==> config.mk <==
export PLATFORM = sky130hd
export DESIGN_NAME = thermostat_setpoint_controller
export DESIGN_NICKNAME = d
export VERILOG_FILES = /design/src/rtl/tsc_pkg.sv /design/src/rtl/tsc_temp.sv /design/src/rtl/tsc_setpoint.sv /design/src/rtl/thermostat_setpoint_controller.sv
export VERILOG_INCLUDE_DIRS = /design/src /design/src/rtl
export SDC_FILE = /design/constraint.sdc
export NUM_CORES = 1
export LEC_CHECK = 0
export ABC_AREA = 1
export BUFFER_PORTS_ARGS = -buffer_cell sky130_fd_sc_hd__buf_2
export CAP_MARGIN = 30
export CORE_ASPECT_RATIO = 1.75
export CORE_MARGIN = 5
export CORE_UTILIZATION = 42
export CTS_CLUSTER_SIZE = 40
export DETAILED_ROUTE_END_ITERATION = 10
export SLEW_MARGIN = 20
export SYNTH_ARGS = -nofsm -noshare
export SYNTH_HDL_FRONTEND = slang
export SYNTH_HIERARCHICAL = 1
export SYNTH_SLANG_ARGS = --single-unit
==> constraint.sdc <==
create_clock -name clk -period 10.9 [get_ports clk]
set_input_delay 1.09 -clock clk [delete_from_list [all_inputs] [get_ports clk]]
set_output_delay 1.09 -clock clk [all_outputs]
set_load 0.02 [all_outputs]
==> src/rtl/thermostat_setpoint_controller_defines.svh <==
// assertion helpers shared by the rtl
`ifndef THERMOSTAT_SETPOINT_CONTROLLER_DEFINES_SVH
`define THERMOSTAT_SETPOINT_CONTROLLER_DEFINES_SVH

// same-cycle implication, checked outside reset
`define TSC_ASSERT_IMP(lbl, ante, cons) \
  lbl: assert property (@(posedge clk) disable iff (!rst_n) (ante) |-> (cons)) \
    else $error("tsc assertion failed");

// next-cycle implication, checked outside reset
`define TSC_ASSERT_NXT(lbl, ante, cons) \
  lbl: assert property (@(posedge clk) disable iff (!rst_n) (ante) |=> (cons)) \
    else $error("tsc assertion failed");

`endif

==> src/rtl/tsc_pkg.sv <==
`default_nettype none
package tsc_pkg;

  // field widths
  localparam int unsigned TempRawW = 11;
  localparam int unsigned ValW     = 8;
  localparam int unsigned CfgIdxW  = 2;

  // reset values
  localparam logic [ValW-1:0] UpperLimitRst = 8'd100;
  localparam logic [ValW-1:0] LowerLimitRst = 8'd40;
  localparam logic [ValW-1:0] HighSetRst    = 8'd100;
  localparam logic [ValW-1:0] LowSetRst     = 8'd40;

  // temperature conversion: floor(n / 5) = (n * 52429) >> 18 for n below 2^16
  localparam logic [15:0] Div5Recip   = 16'd52429;
  localparam int unsigned Div5Shift   = 18;
  localparam logic [8:0]  FahrOffset  = 9'd32;
  localparam logic [8:0]  FahrMax     = 9'd255;

  // configuration register indexes
  typedef enum logic [CfgIdxW-1:0] {
    CFG_UPPER_LIMIT = 2'd0,
    CFG_LOWER_LIMIT = 2'd1
  } cfg_idx_t;

  // input item
  typedef struct packed {
    logic                enc_a;
    logic                enc_b;
    logic                low_button;
    logic                high_button;
    logic [TempRawW-1:0] temp_raw;
  } in_item_t;

  // result item
  typedef struct packed {
    logic [ValW-1:0] temp_fahrenheit;
    logic [ValW-1:0] high_value;
    logic [ValW-1:0] low_value;
    logic            cool_on;
    logic            heat_on;
    logic            adjusting_high;
  } out_item_t;

  // control into the setpoint unit
  typedef struct packed {
    logic commit;
    logic enc_a;
    logic enc_b;
    logic low_button;
    logic high_button;
  } sp_ctl_t;

  // setpoints after the current sample
  typedef struct packed {
    logic [ValW-1:0] high_value;
    logic [ValW-1:0] low_value;
    logic            adjusting_high;
  } sp_val_t;

endpackage
`default_nettype wire

==> src/rtl/tsc_temp.sv <==
`default_nettype none
module tsc_temp (
  input  wire logic [tsc_pkg::TempRawW-1:0] temp_raw,
  input  wire logic [tsc_pkg::ValW-1:0]     high_value,
  input  wire logic [tsc_pkg::ValW-1:0]     low_value,
  output logic      [tsc_pkg::ValW-1:0]     temp_fahrenheit,
  output logic                              cool_on,
  output logic                              heat_on
);

  logic [14:0] times9;
  logic [10:0] div16;
  logic [26:0] prod;
  logic [8:0]  quot;
  logic [8:0]  fahr;

  // 9 * raw / 80 = (9 * raw / 16) / 5
  assign times9 = {1'b0, temp_raw, 3'b000} + {4'b0000, temp_raw};
  assign div16  = times9[14:4];
  assign prod   = {16'd0, div16} * {11'd0, tsc_pkg::Div5Recip};
  assign quot   = prod[tsc_pkg::Div5Shift +: 9];
  assign fahr   = quot + tsc_pkg::FahrOffset;

  // saturate to eight bits
  assign temp_fahrenheit = (fahr > tsc_pkg::FahrMax) ? 8'hFF : fahr[7:0];

  // bang-bang demands against the updated setpoints
  assign cool_on = high_value < temp_fahrenheit;
  assign heat_on = low_value > temp_fahrenheit;

endmodule
`default_nettype wire

==> src/rtl/tsc_setpoint.sv <==
`default_nettype none
module tsc_setpoint (
  input  wire logic                      clk,
  input  wire logic                      rst_n,
  input  wire tsc_pkg::sp_ctl_t          ctl,
  input  wire logic [tsc_pkg::ValW-1:0]  upper_limit,
  input  wire logic [tsc_pkg::ValW-1:0]  lower_limit,
  output tsc_pkg::sp_val_t               val
);

  `include "thermostat_setpoint_controller_defines.svh"

  logic [1:0]                phase_r, phase_nxt;
  logic [tsc_pkg::ValW-1:0]  high_r, high_nxt;
  logic [tsc_pkg::ValW-1:0]  low_r, low_nxt;
  logic                      sel_high_r, sel_high_nxt;

  logic [1:0]        pin_phase;
  logic              step_up;
  logic              step_dn;
  logic signed [9:0] step;
  logic signed [9:0] hv;
  logic signed [9:0] lv;

  // pin levels to phase: 00->0, 10->1, 11->2, 01->3
  assign pin_phase = {ctl.enc_b, ctl.enc_a ^ ctl.enc_b};
  assign step_up   = pin_phase == (phase_r + 2'd1);
  assign step_dn   = pin_phase == (phase_r - 2'd1);
  assign step      = step_up ? 10'sd1 : (step_dn ? -10'sd1 : 10'sd0);

  // button select, low wins
  always_comb begin
    if (!ctl.low_button) begin
      sel_high_nxt = 1'b0;
    end else if (!ctl.high_button) begin
      sel_high_nxt = 1'b1;
    end else begin
      sel_high_nxt = sel_high_r;
    end
  end

  // clamped step of the selected setpoint
  always_comb begin
    hv = $signed({2'b00, high_r}) + step;
    if (hv > $signed({2'b00, upper_limit})) begin
      hv = $signed({2'b00, upper_limit});
    end
    if (hv < $signed({2'b00, low_r})) begin
      hv = $signed({2'b00, low_r});
    end
    lv = $signed({2'b00, low_r}) + step;
    if (lv < $signed({2'b00, lower_limit})) begin
      lv = $signed({2'b00, lower_limit});
    end
    if (lv > $signed({2'b00, high_r})) begin
      lv = $signed({2'b00, high_r});
    end
    phase_nxt = phase_r;
    high_nxt  = high_r;
    low_nxt   = low_r;
    if (step_up || step_dn) begin
      phase_nxt = pin_phase;
      if (sel_high_nxt) begin
        high_nxt = hv[7:0];
      end else begin
        low_nxt = lv[7:0];
      end
    end
  end

  assign val.high_value     = high_nxt;
  assign val.low_value      = low_nxt;
  assign val.adjusting_high = sel_high_nxt;

  // state update once per sample
  always_ff @(posedge clk) begin
    if (!rst_n) begin
      phase_r    <= 2'd0;
      high_r     <= tsc_pkg::HighSetRst;
      low_r      <= tsc_pkg::LowSetRst;
      sel_high_r <= 1'b1;
    end else if (ctl.commit) begin
      phase_r    <= phase_nxt;
      high_r     <= high_nxt;
      low_r      <= low_nxt;
      sel_high_r <= sel_high_nxt;
    end
  end

  // setpoints never cross
  `TSC_ASSERT_IMP(a_order, 1'b1, low_r <= high_r)
  // state holds between samples
  `TSC_ASSERT_NXT(a_hold, !ctl.commit, $stable(high_r) && $stable(low_r) && $stable(phase_r))
  // phase moves by at most one step
  `TSC_ASSERT_NXT(a_phase, ctl.commit, (phase_r - $past(phase_r)) != 2'd2)
  // a setpoint only changes on an encoder step
  `TSC_ASSERT_NXT(a_move, ctl.commit && !step_up && !step_dn, $stable(high_r) && $stable(low_r))

endmodule
`default_nettype wire

==> src/rtl/thermostat_setpoint_controller.sv <==
`default_nettype none
// channel | direction | handshake              | payload
// in      | input     | in_valid / in_ready    | in_data  (tsc_pkg::in_item_t)
// out     | output    | out_valid / out_ready  | out_data (tsc_pkg::out_item_t)
// cfg     | input     | cfg_valid / cfg_ready  | cfg_index, cfg_data
//
// one sample per clock sustained while out_ready is high; a sample passes
// from the input register into the result register before it transfers out
// synchronous active-low reset restores setpoints 100/40, limits 100/40,
// phase 0 and high selected; cfg_ready is always high
// a stalled output holds its result; the input register still takes a sample
// while the result register waits, and in_ready drops only when both are full
// and out_ready is low
module thermostat_setpoint_controller (
  input  wire logic                          clk,
  input  wire logic                          rst_n,
  input  wire logic                          in_valid,
  output logic                               in_ready,
  input  wire tsc_pkg::in_item_t             in_data,
  output logic                               out_valid,
  input  wire logic                          out_ready,
  output tsc_pkg::out_item_t                 out_data,
  input  wire logic                          cfg_valid,
  output logic                               cfg_ready,
  input  wire logic [tsc_pkg::CfgIdxW-1:0]   cfg_index,
  input  wire logic [tsc_pkg::ValW-1:0]      cfg_data
);

  `include "thermostat_setpoint_controller_defines.svh"

  logic                      s1_valid_r;
  tsc_pkg::in_item_t         s1_data_r;
  logic                      out_valid_r;
  tsc_pkg::out_item_t        out_data_r, out_data_nxt;
  logic [tsc_pkg::ValW-1:0]  upper_r;
  logic [tsc_pkg::ValW-1:0]  lower_r;

  logic                      out_load;
  logic                      in_xfer;
  tsc_pkg::sp_ctl_t          sp_ctl;
  tsc_pkg::sp_val_t          sp_val;
  logic [tsc_pkg::ValW-1:0]  fahr;
  logic                      cool;
  logic                      heat;

  // pipeline flow control
  assign out_load  = s1_valid_r && (!out_valid_r || out_ready);
  assign in_ready  = !s1_valid_r || out_load;
  assign in_xfer   = in_valid && in_ready;
  assign cfg_ready = 1'b1;
  assign out_valid = out_valid_r;
  assign out_data  = out_data_r;

  // limit registers
  always_ff @(posedge clk) begin
    if (!rst_n) begin
      upper_r <= tsc_pkg::UpperLimitRst;
      lower_r <= tsc_pkg::LowerLimitRst;
    end else if (cfg_valid && cfg_ready) begin
      case (cfg_index)
        tsc_pkg::CFG_UPPER_LIMIT: upper_r <= cfg_data;
        tsc_pkg::CFG_LOWER_LIMIT: lower_r <= cfg_data;
        default: ;
      endcase
    end
  end

  // setpoint state, committed when the sample moves to the result register
  assign sp_ctl.commit      = out_load;
  assign sp_ctl.enc_a       = s1_data_r.enc_a;
  assign sp_ctl.enc_b       = s1_data_r.enc_b;
  assign sp_ctl.low_button  = s1_data_r.low_button;
  assign sp_ctl.high_button = s1_data_r.high_button;

  tsc_setpoint u_setpoint (
    .clk         (clk),
    .rst_n       (rst_n),
    .ctl         (sp_ctl),
    .upper_limit (upper_r),
    .lower_limit (lower_r),
    .val         (sp_val)
  );

  tsc_temp u_temp (
    .temp_raw        (s1_data_r.temp_raw),
    .high_value      (sp_val.high_value),
    .low_value       (sp_val.low_value),
    .temp_fahrenheit (fahr),
    .cool_on         (cool),
    .heat_on         (heat)
  );

  // result assembly
  always_comb begin
    out_data_nxt.temp_fahrenheit = fahr;
    out_data_nxt.high_value      = sp_val.high_value;
    out_data_nxt.low_value       = sp_val.low_value;
    out_data_nxt.cool_on         = cool;
    out_data_nxt.heat_on         = heat;
    out_data_nxt.adjusting_high  = sp_val.adjusting_high;
  end

  // input register
  always_ff @(posedge clk) begin
    if (!rst_n) begin
      s1_valid_r <= 1'b0;
    end else if (in_xfer) begin
      s1_valid_r <= 1'b1;
    end else if (out_load) begin
      s1_valid_r <= 1'b0;
    end
  end

  always_ff @(posedge clk) begin
    if (in_xfer) begin
      s1_data_r <= in_data;
    end
  end

  // result register
  always_ff @(posedge clk) begin
    if (!rst_n) begin
      out_valid_r <= 1'b0;
    end else if (out_load) begin
      out_valid_r <= 1'b1;
    end else if (out_ready) begin
      out_valid_r <= 1'b0;
    end
  end

  always_ff @(posedge clk) begin
    if (out_load) begin
      out_data_r <= out_data_nxt;
    end
  end

  // both stages full and output stalled blocks the input
  `TSC_ASSERT_IMP(a_full, s1_valid_r && out_valid_r && !out_ready, !in_ready)
  // a pending sample moves on whenever the result register frees up
  `TSC_ASSERT_NXT(a_move, s1_valid_r && !out_valid_r, out_valid_r)
  // reported demands never ask for cooling and heating at once
  `TSC_ASSERT_IMP(a_demand, out_valid_r, !(out_data_r.cool_on && out_data_r.heat_on))

endmodule
`default_nettype wire

==> qor.yml, run 1 <==
synth_area_leaders: "ha_1 18%, edfxtp_1 14%, nand2_1 11%, inv_1 10%, fa_1 8.6%"
core_area_mm2: 0.02132
synthFlopType: "edfxtp_1"
min_period_ps: 8304
port_buffers: 58
layout-drive-gt1-share: 0.1289
yosysSeqAreaShare: 0.2215
wire_per_inst_um: 16.23
grt_pass1_vias: 8040
synth.avg_cell_area_um2: 7.462
rows: 71
hold_path.class: "flip-flop to flip-flop"
layout_commonest_cell: "nand2_1"
cp.required_ps: 11000
max-cap-violations: 0
grt_remaining_overflow: 0
worst_pin_slew_ps: 995.1
routed_wl_um: 24670
ctsHoldBuffers: 0
yosys.cell_types.count: 56
start_util: 0.4238
slew_headroom: 0.3341
routed_via_density: 5.078
vias: 7719
crit_path_end_kind: "flip-flop"
gp_congestion: 0.9558
slowest_stage: "fa_1"
slowest_delay_ps: 560
post-place-ws_ps: 2606
fin_worst_skew_ps: 11.24
critPathTopFamily: "adder cells"
diodes: 0
hold_violations: 0
dieHeight_um: 204.0
area_delta_synth_final_pct: 9.083
grt_use_total: 0.2082
path_max_fanout: 5
cts_resized: 0
clk_pin_slew_ps: 60
cts_tree: "yes"
grt_first_pass_wirelength_um: 39320
crit_type: "flip-flop to flip-flop"
yosys_warnings: 6
numCtsBuffers: 9
cp.arrival_ps: 8400
r2r_start: "s1_data_r[4]"
drtPass1Iterations: 5
pin_count: 60
nNetsFinal: 1456
dp_hpwl_um: 21070
run_status: "finished, final reports clean"
yosysTopAreaCell: "ha_1"
hold_start: "lower_r[5]"
async_flop_share: 0
layout_setup_ws_ps: 2596
cts_root_buf: "clkbuf_16"
slew_viol_final: 0
rsz0062_at_grt: "no"
cpMostUsedCell: "inv_1"
ys_ff_latch: 79
path_buf_inv: 8
seq_area_mm2: 0.002002
startpoint: "s1_data_r[4]"
utilization: 0.4623
worstSetupStartpointType: "flip-flop"
grt_antenna_before_repair: 1
clock_latency_ps: 360
synth.net_count: 1407
die_w_um: 120.9
fmax_mhz: 120.4
synth-edff-count: 42
postCtsSetupBuffers: 0
finalSetupTns_ps: 0
synth_top_area_frac: 0.1759
filler_cell_count: 2247
cts_buffer_depth: 2
clock_sinks: 79
dieArea_mm2: 0.02466
final-setup-viol-count: 0
antenna_left: 0
synthCells: 1211
drc: 0
cts_htree_levels: 3
grt_max_degree: 50
synth_area_mm2: 0.009036
finalCritPeriodShare: 0.7618
mostFrequentLayoutCells: "269 x nand2_1, 246 x inv_1, 127 x ha_1, 83 x nand3_1, 80 x nor2_1"
multi_input_area_mm2: 0.005921
first_iter_violations: 330
[cell usage after synthesis, types with 5 or more instances]
library cell,n
edfxtp_1,42
nand2_4,10
nand3_2,8
buf_4,6
xor2_1,19
inv_1,246
nor2_1,80
inv_2,7
nand3_1,83
o21ai_0,29
o211ai_2,7
or2_2,5
nand4_1,5
fa_1,39
nor3_1,6
o21a_1,6
dfxtp_1,37
a21oi_1,61
nand2_1,269
nor2_2,7
buf_2,5
nand2_2,25
a21oi_2,6
o21ai_1,14
ha_1,127
[per-stage QoR]
stage | instance area (um2) | hold WS, ps | cells
after floorplan | 9036 | 428.9 | 1211
after global placement | 9510 | 441.7 | 1504
after global routing | 9857 | 492.3 | 1520
after CTS | 9857 | 468.9 | 1520
after detailed placement | 9510 | 452.0 | 1504
final | 9857 | 463.2 | 1520
[final cells by class]
| type | instances | area share |
|---|---|---|
| inverters | 258 | 0.09850 |
| well taps | 255 | 0.03237 |
| flip-flops and latches | 79 | 0.2031 |
| repair buffers | 59 | 0.03021 |
| clock buffers | 10 | 0.02323 |
| multi-input cells | 853 | 0.6007 |
| clock inverters | 6 | 0.01193 |
[worst reg2reg max path, delay by kind of cell, from the launching register on]
| family | cells | cell delay (ps) |
|---|---|---|
| buf+inv | 8 | 580 |
| compound gates | 9 | 1340 |
| xor+xnor | 2 | 570 |
| flops | 1 | 380 |
| simple gates | 14 | 1450 |
| fa+ha+maj | 9 | 3720 |
[path summary, 6_finish.rpt]
path	end	slack [ps]	depth (start not counted)
setup / recovery	out_data[1]	2600	42
hold / removal	lower_r[5]	460	2
setup reg to reg	out_data[1]	2600	42
hold reg to reg	lower_r[5]	460	2
[logic make-up (layout without fill, tap and decap cells)]
kind of cell / count (synthesis) / in the layout / share of synthesized area
buf+inv: 279 / 333 / 0.1245
simple gates: 515 / 515 / 0.2672
xor+xnor: 23 / 23 / 0.02437
fa+ha+maj: 166 / 166 / 0.2623
compound gates: 148 / 148 / 0.09970
other cells: 1 / 1 / 0.0004150
flops: 79 / 79 / 0.2215
[registers in the layout, indices dropped and copies added (netlist names)]
register and count:
lower_r 8, out_data 27, out_valid 1, s1_data_r 15, s1_valid_r 1, u_setpoint/high_r 8, u_setpoint/low_r 8, u_setpoint/phase_r 2
u_setpoint/sel_high_r 1, upper_r 8
[routing by layer]
metal / vias to the layer above / wire (um) / track usage
li1: 3953 / - / -
met1: 3551 / 8271 / 0.1829
met2: 141 / 14350 / 0.4301
met3: 72 / 525 / 0.02409
met4: 2 / 1512 / 0.1248
met5: - / 13 / 0
Power of run 1 is not shown: default switching activity piles up to over one toggle a cycle in this logic, so the estimate is an artifact.
==> inputs of run 2 (changes only) <==
clock period = 7.05 ns   (was 10.9 ns; I/O delays follow)
==> run 2 against run 1 <==
Largest cell class unchanged. Worst setup slack worse by 3100 ps. Critical path depth rose by 1. The flow now finishes with violations (setup timing). Routed wire length increased by 2.5%. Count of clock-buffer cells in the layout did not move. Non-clock buffer count up 121. Maximum frequency is 11% higher.
==> qor.yml, run 2 (synthesis results as in run 1) <==
area_delta_synth_final_pct: 23.84
rsz0062_at_grt: "yes"
crit_path_end_kind: "flip-flop"
start_util: 0.4238  # unchanged
worst_pin_slew_ps: 955.5  # -39.62 ps
grt_remaining_overflow: 0  # unchanged
layout_setup_ws_ps: -457.5  # -3053 ps
violations: "setup timing"
worst_r2r_path_depth: 43  # +2.4%
critPathTopFamily: "adder cells"
gp_congestion: 0.9284  # -2.9%
clk_pin_slew_ps: 60  # about the same
fmax_mhz: 133.2  # +11%
run_status: "finished with violations"
antenna_left: 0  # unchanged
cts_htree_levels: 3  # unchanged
final-setup-viol-count: 2  # +2
path_buf_inv: 7  # -1
finalSetupTns_ps: -809.6  # -809.6 ps
utilization: 0.5249  # +0.06256
cp.required_ps: 7150  # -3850 ps
grt_use_total: 0.2074  # -0.0007366
path_max_fanout: 5  # unchanged
dieHeight_um: 204.0  # unchanged
dp_hpwl_um: 21190  # +0.58%
slowest_stage: "fa_1"
cts_buffer_depth: 2  # unchanged
max-cap-violations: 0  # unchanged
routed_wl_um: 25280  # +2.5%
slew_viol_final: 0  # unchanged
core_area_mm2: 0.02132  # unchanged
slowest_delay_ps: 570  # about the same
min_delay_worst_endpoint: "upper_r[5]"
mostFrequentLayoutCells: "261 x nand2_1, 238 x inv_1, 120 x buf_4, 111 x ha_1, 79 x nand3_1"
vias: 8213  # +6.4%
holdWs_ps: 466.4  # +3.184 ps
die_w_um: 120.9  # unchanged
grt_antenna_before_repair: 0  # -1
slew_headroom: 0.3606  # +0.02651
grt_pass1_vias: 8136  # +1.2%
routed_via_density: 5.005  # -1.4%
finalCritPeriodShare: 1.065  # +0.3031
worstSetupStartpointType: "flip-flop"
cpMostUsedCell: "inv_2"
min_period_ps: 7508  # -796.5 ps
hold_start: "upper_r[5]"
grt_max_degree: 50  # unchanged
ctsHoldBuffers: 0  # unchanged
hold_path.class: "flip-flop to flip-flop"
drtPass1Iterations: 5  # unchanged
dieArea_mm2: 0.02466  # unchanged
clock_latency_ps: 350  # about the same
hold_violations: 0  # unchanged
layout_commonest_cell: "nand2_1"
r2r_start: "s1_data_r[3]"
clock_sinks: 79  # unchanged
cts_tree: "yes"
port_buffers: 58  # unchanged
rrSetupSlack_ps: -460  # -3050 ps
grt_first_pass_wirelength_um: 39820  # +1.3%
first_iter_violations: 473  # +43%
cts_root_buf: "clkbuf_16"
pin_count: 60  # unchanged
fin_worst_skew_ps: 7.964  # -3.273 ps
diodes: 0  # unchanged
r2r_end: "out_data[1]"
rows: 71  # unchanged
numCtsBuffers: 9  # unchanged
hold_path_depth: 2  # unchanged
cp.arrival_ps: 7600  # -800 ps
layout-drive-gt1-share: 0.2569  # +0.1280
largest_register_ff_count: 27  # unchanged
wire_per_inst_um: 15.40  # -5.1%
crit_type: "flip-flop to flip-flop"
nNetsFinal: 1577  # +8.3%
drc: 0  # unchanged
-- run 2: cell types whose count changed in the layout (fill, tap and decap cells not counted), moves of 7 or more --
cell     previous run  this run
a21oi_1            60        49
a21oi_2             6        16
buf_4               1       120
ha_1              127       111
ha_4                0        15
inv_1             246       238
inv_2               7        14
nand2_1           269       261
nor2_1             80        68
-- run 2: stage by stage --
| step | std cells | instance area (um2) | setup WS [ps] |
|---|---|---|---|
| floorplan | 1211 | 9174 | -210.5 |
| global placement | 1611 | 10450 | -354.7 |
| detailed placement | 1611 | 10450 | -406.6 |
| CTS | 1635 | 10920 | -358.6 |
| global route | 1641 | 11190 | -850.1 |
| finish | 1641 | 11190 | -457.5 |
-- run 2: repair_timing --
action,4_1_cts,5_1_grt
setup buffers,8,6
pin swaps,8,40
gates resized for setup,20,49
endpoints found under the setup margin,2,9
cloned,0,0
hold endpoints to repair,0,0
-- run 2: worst reg2reg max path: cells and delay by family (launching register included) --
kind / cells / cell delay [ps]
fa+ha+maj: 9 / 3430
buf+inv: 7 / 390
flops: 1 / 410
compound gates: 8 / 910
xor+xnor: 2 / 340
simple gates: 17 / 1810
-- run 2: layout make-up --
type	count	area [um2]
clock buffer	10	229.0
clock inverter	6	92.59
fill	2068	10130
inverter	258	973.4
multi-input combinational	853	6361
sequential	79	2002
tap	255	319.1
timing repair buffer	180	1214
-- run 2: how the worst max path moves through the flow --
stage | cells past startpoint | to | startpoint
2_1_floorplan | 43 | out_data[1] | s1_data_r[3]
3_3_place_gp | 40 | out_data[1] | s1_data_r[5]
3_5_place_dp | 40 | out_data[1] | s1_data_r[5]
4_1_cts | 43 | out_data[1] | s1_data_r[3]
5_1_grt | 40 | out_data[1] | s1_data_r[3]
6_report | 43 | out_data[1] | s1_data_r[3]
-- run 2: metal layers --
metal,up-vias,part of all wire,track usage
met2,145,0.58,0.4309
met5,-,0,0
met3,58,0.022,0.01495
met1,3827,0.34,0.1951
met4,0,0.049,0.1029
li1,4183,-,-
Power of run 2 is left out for the same reason.
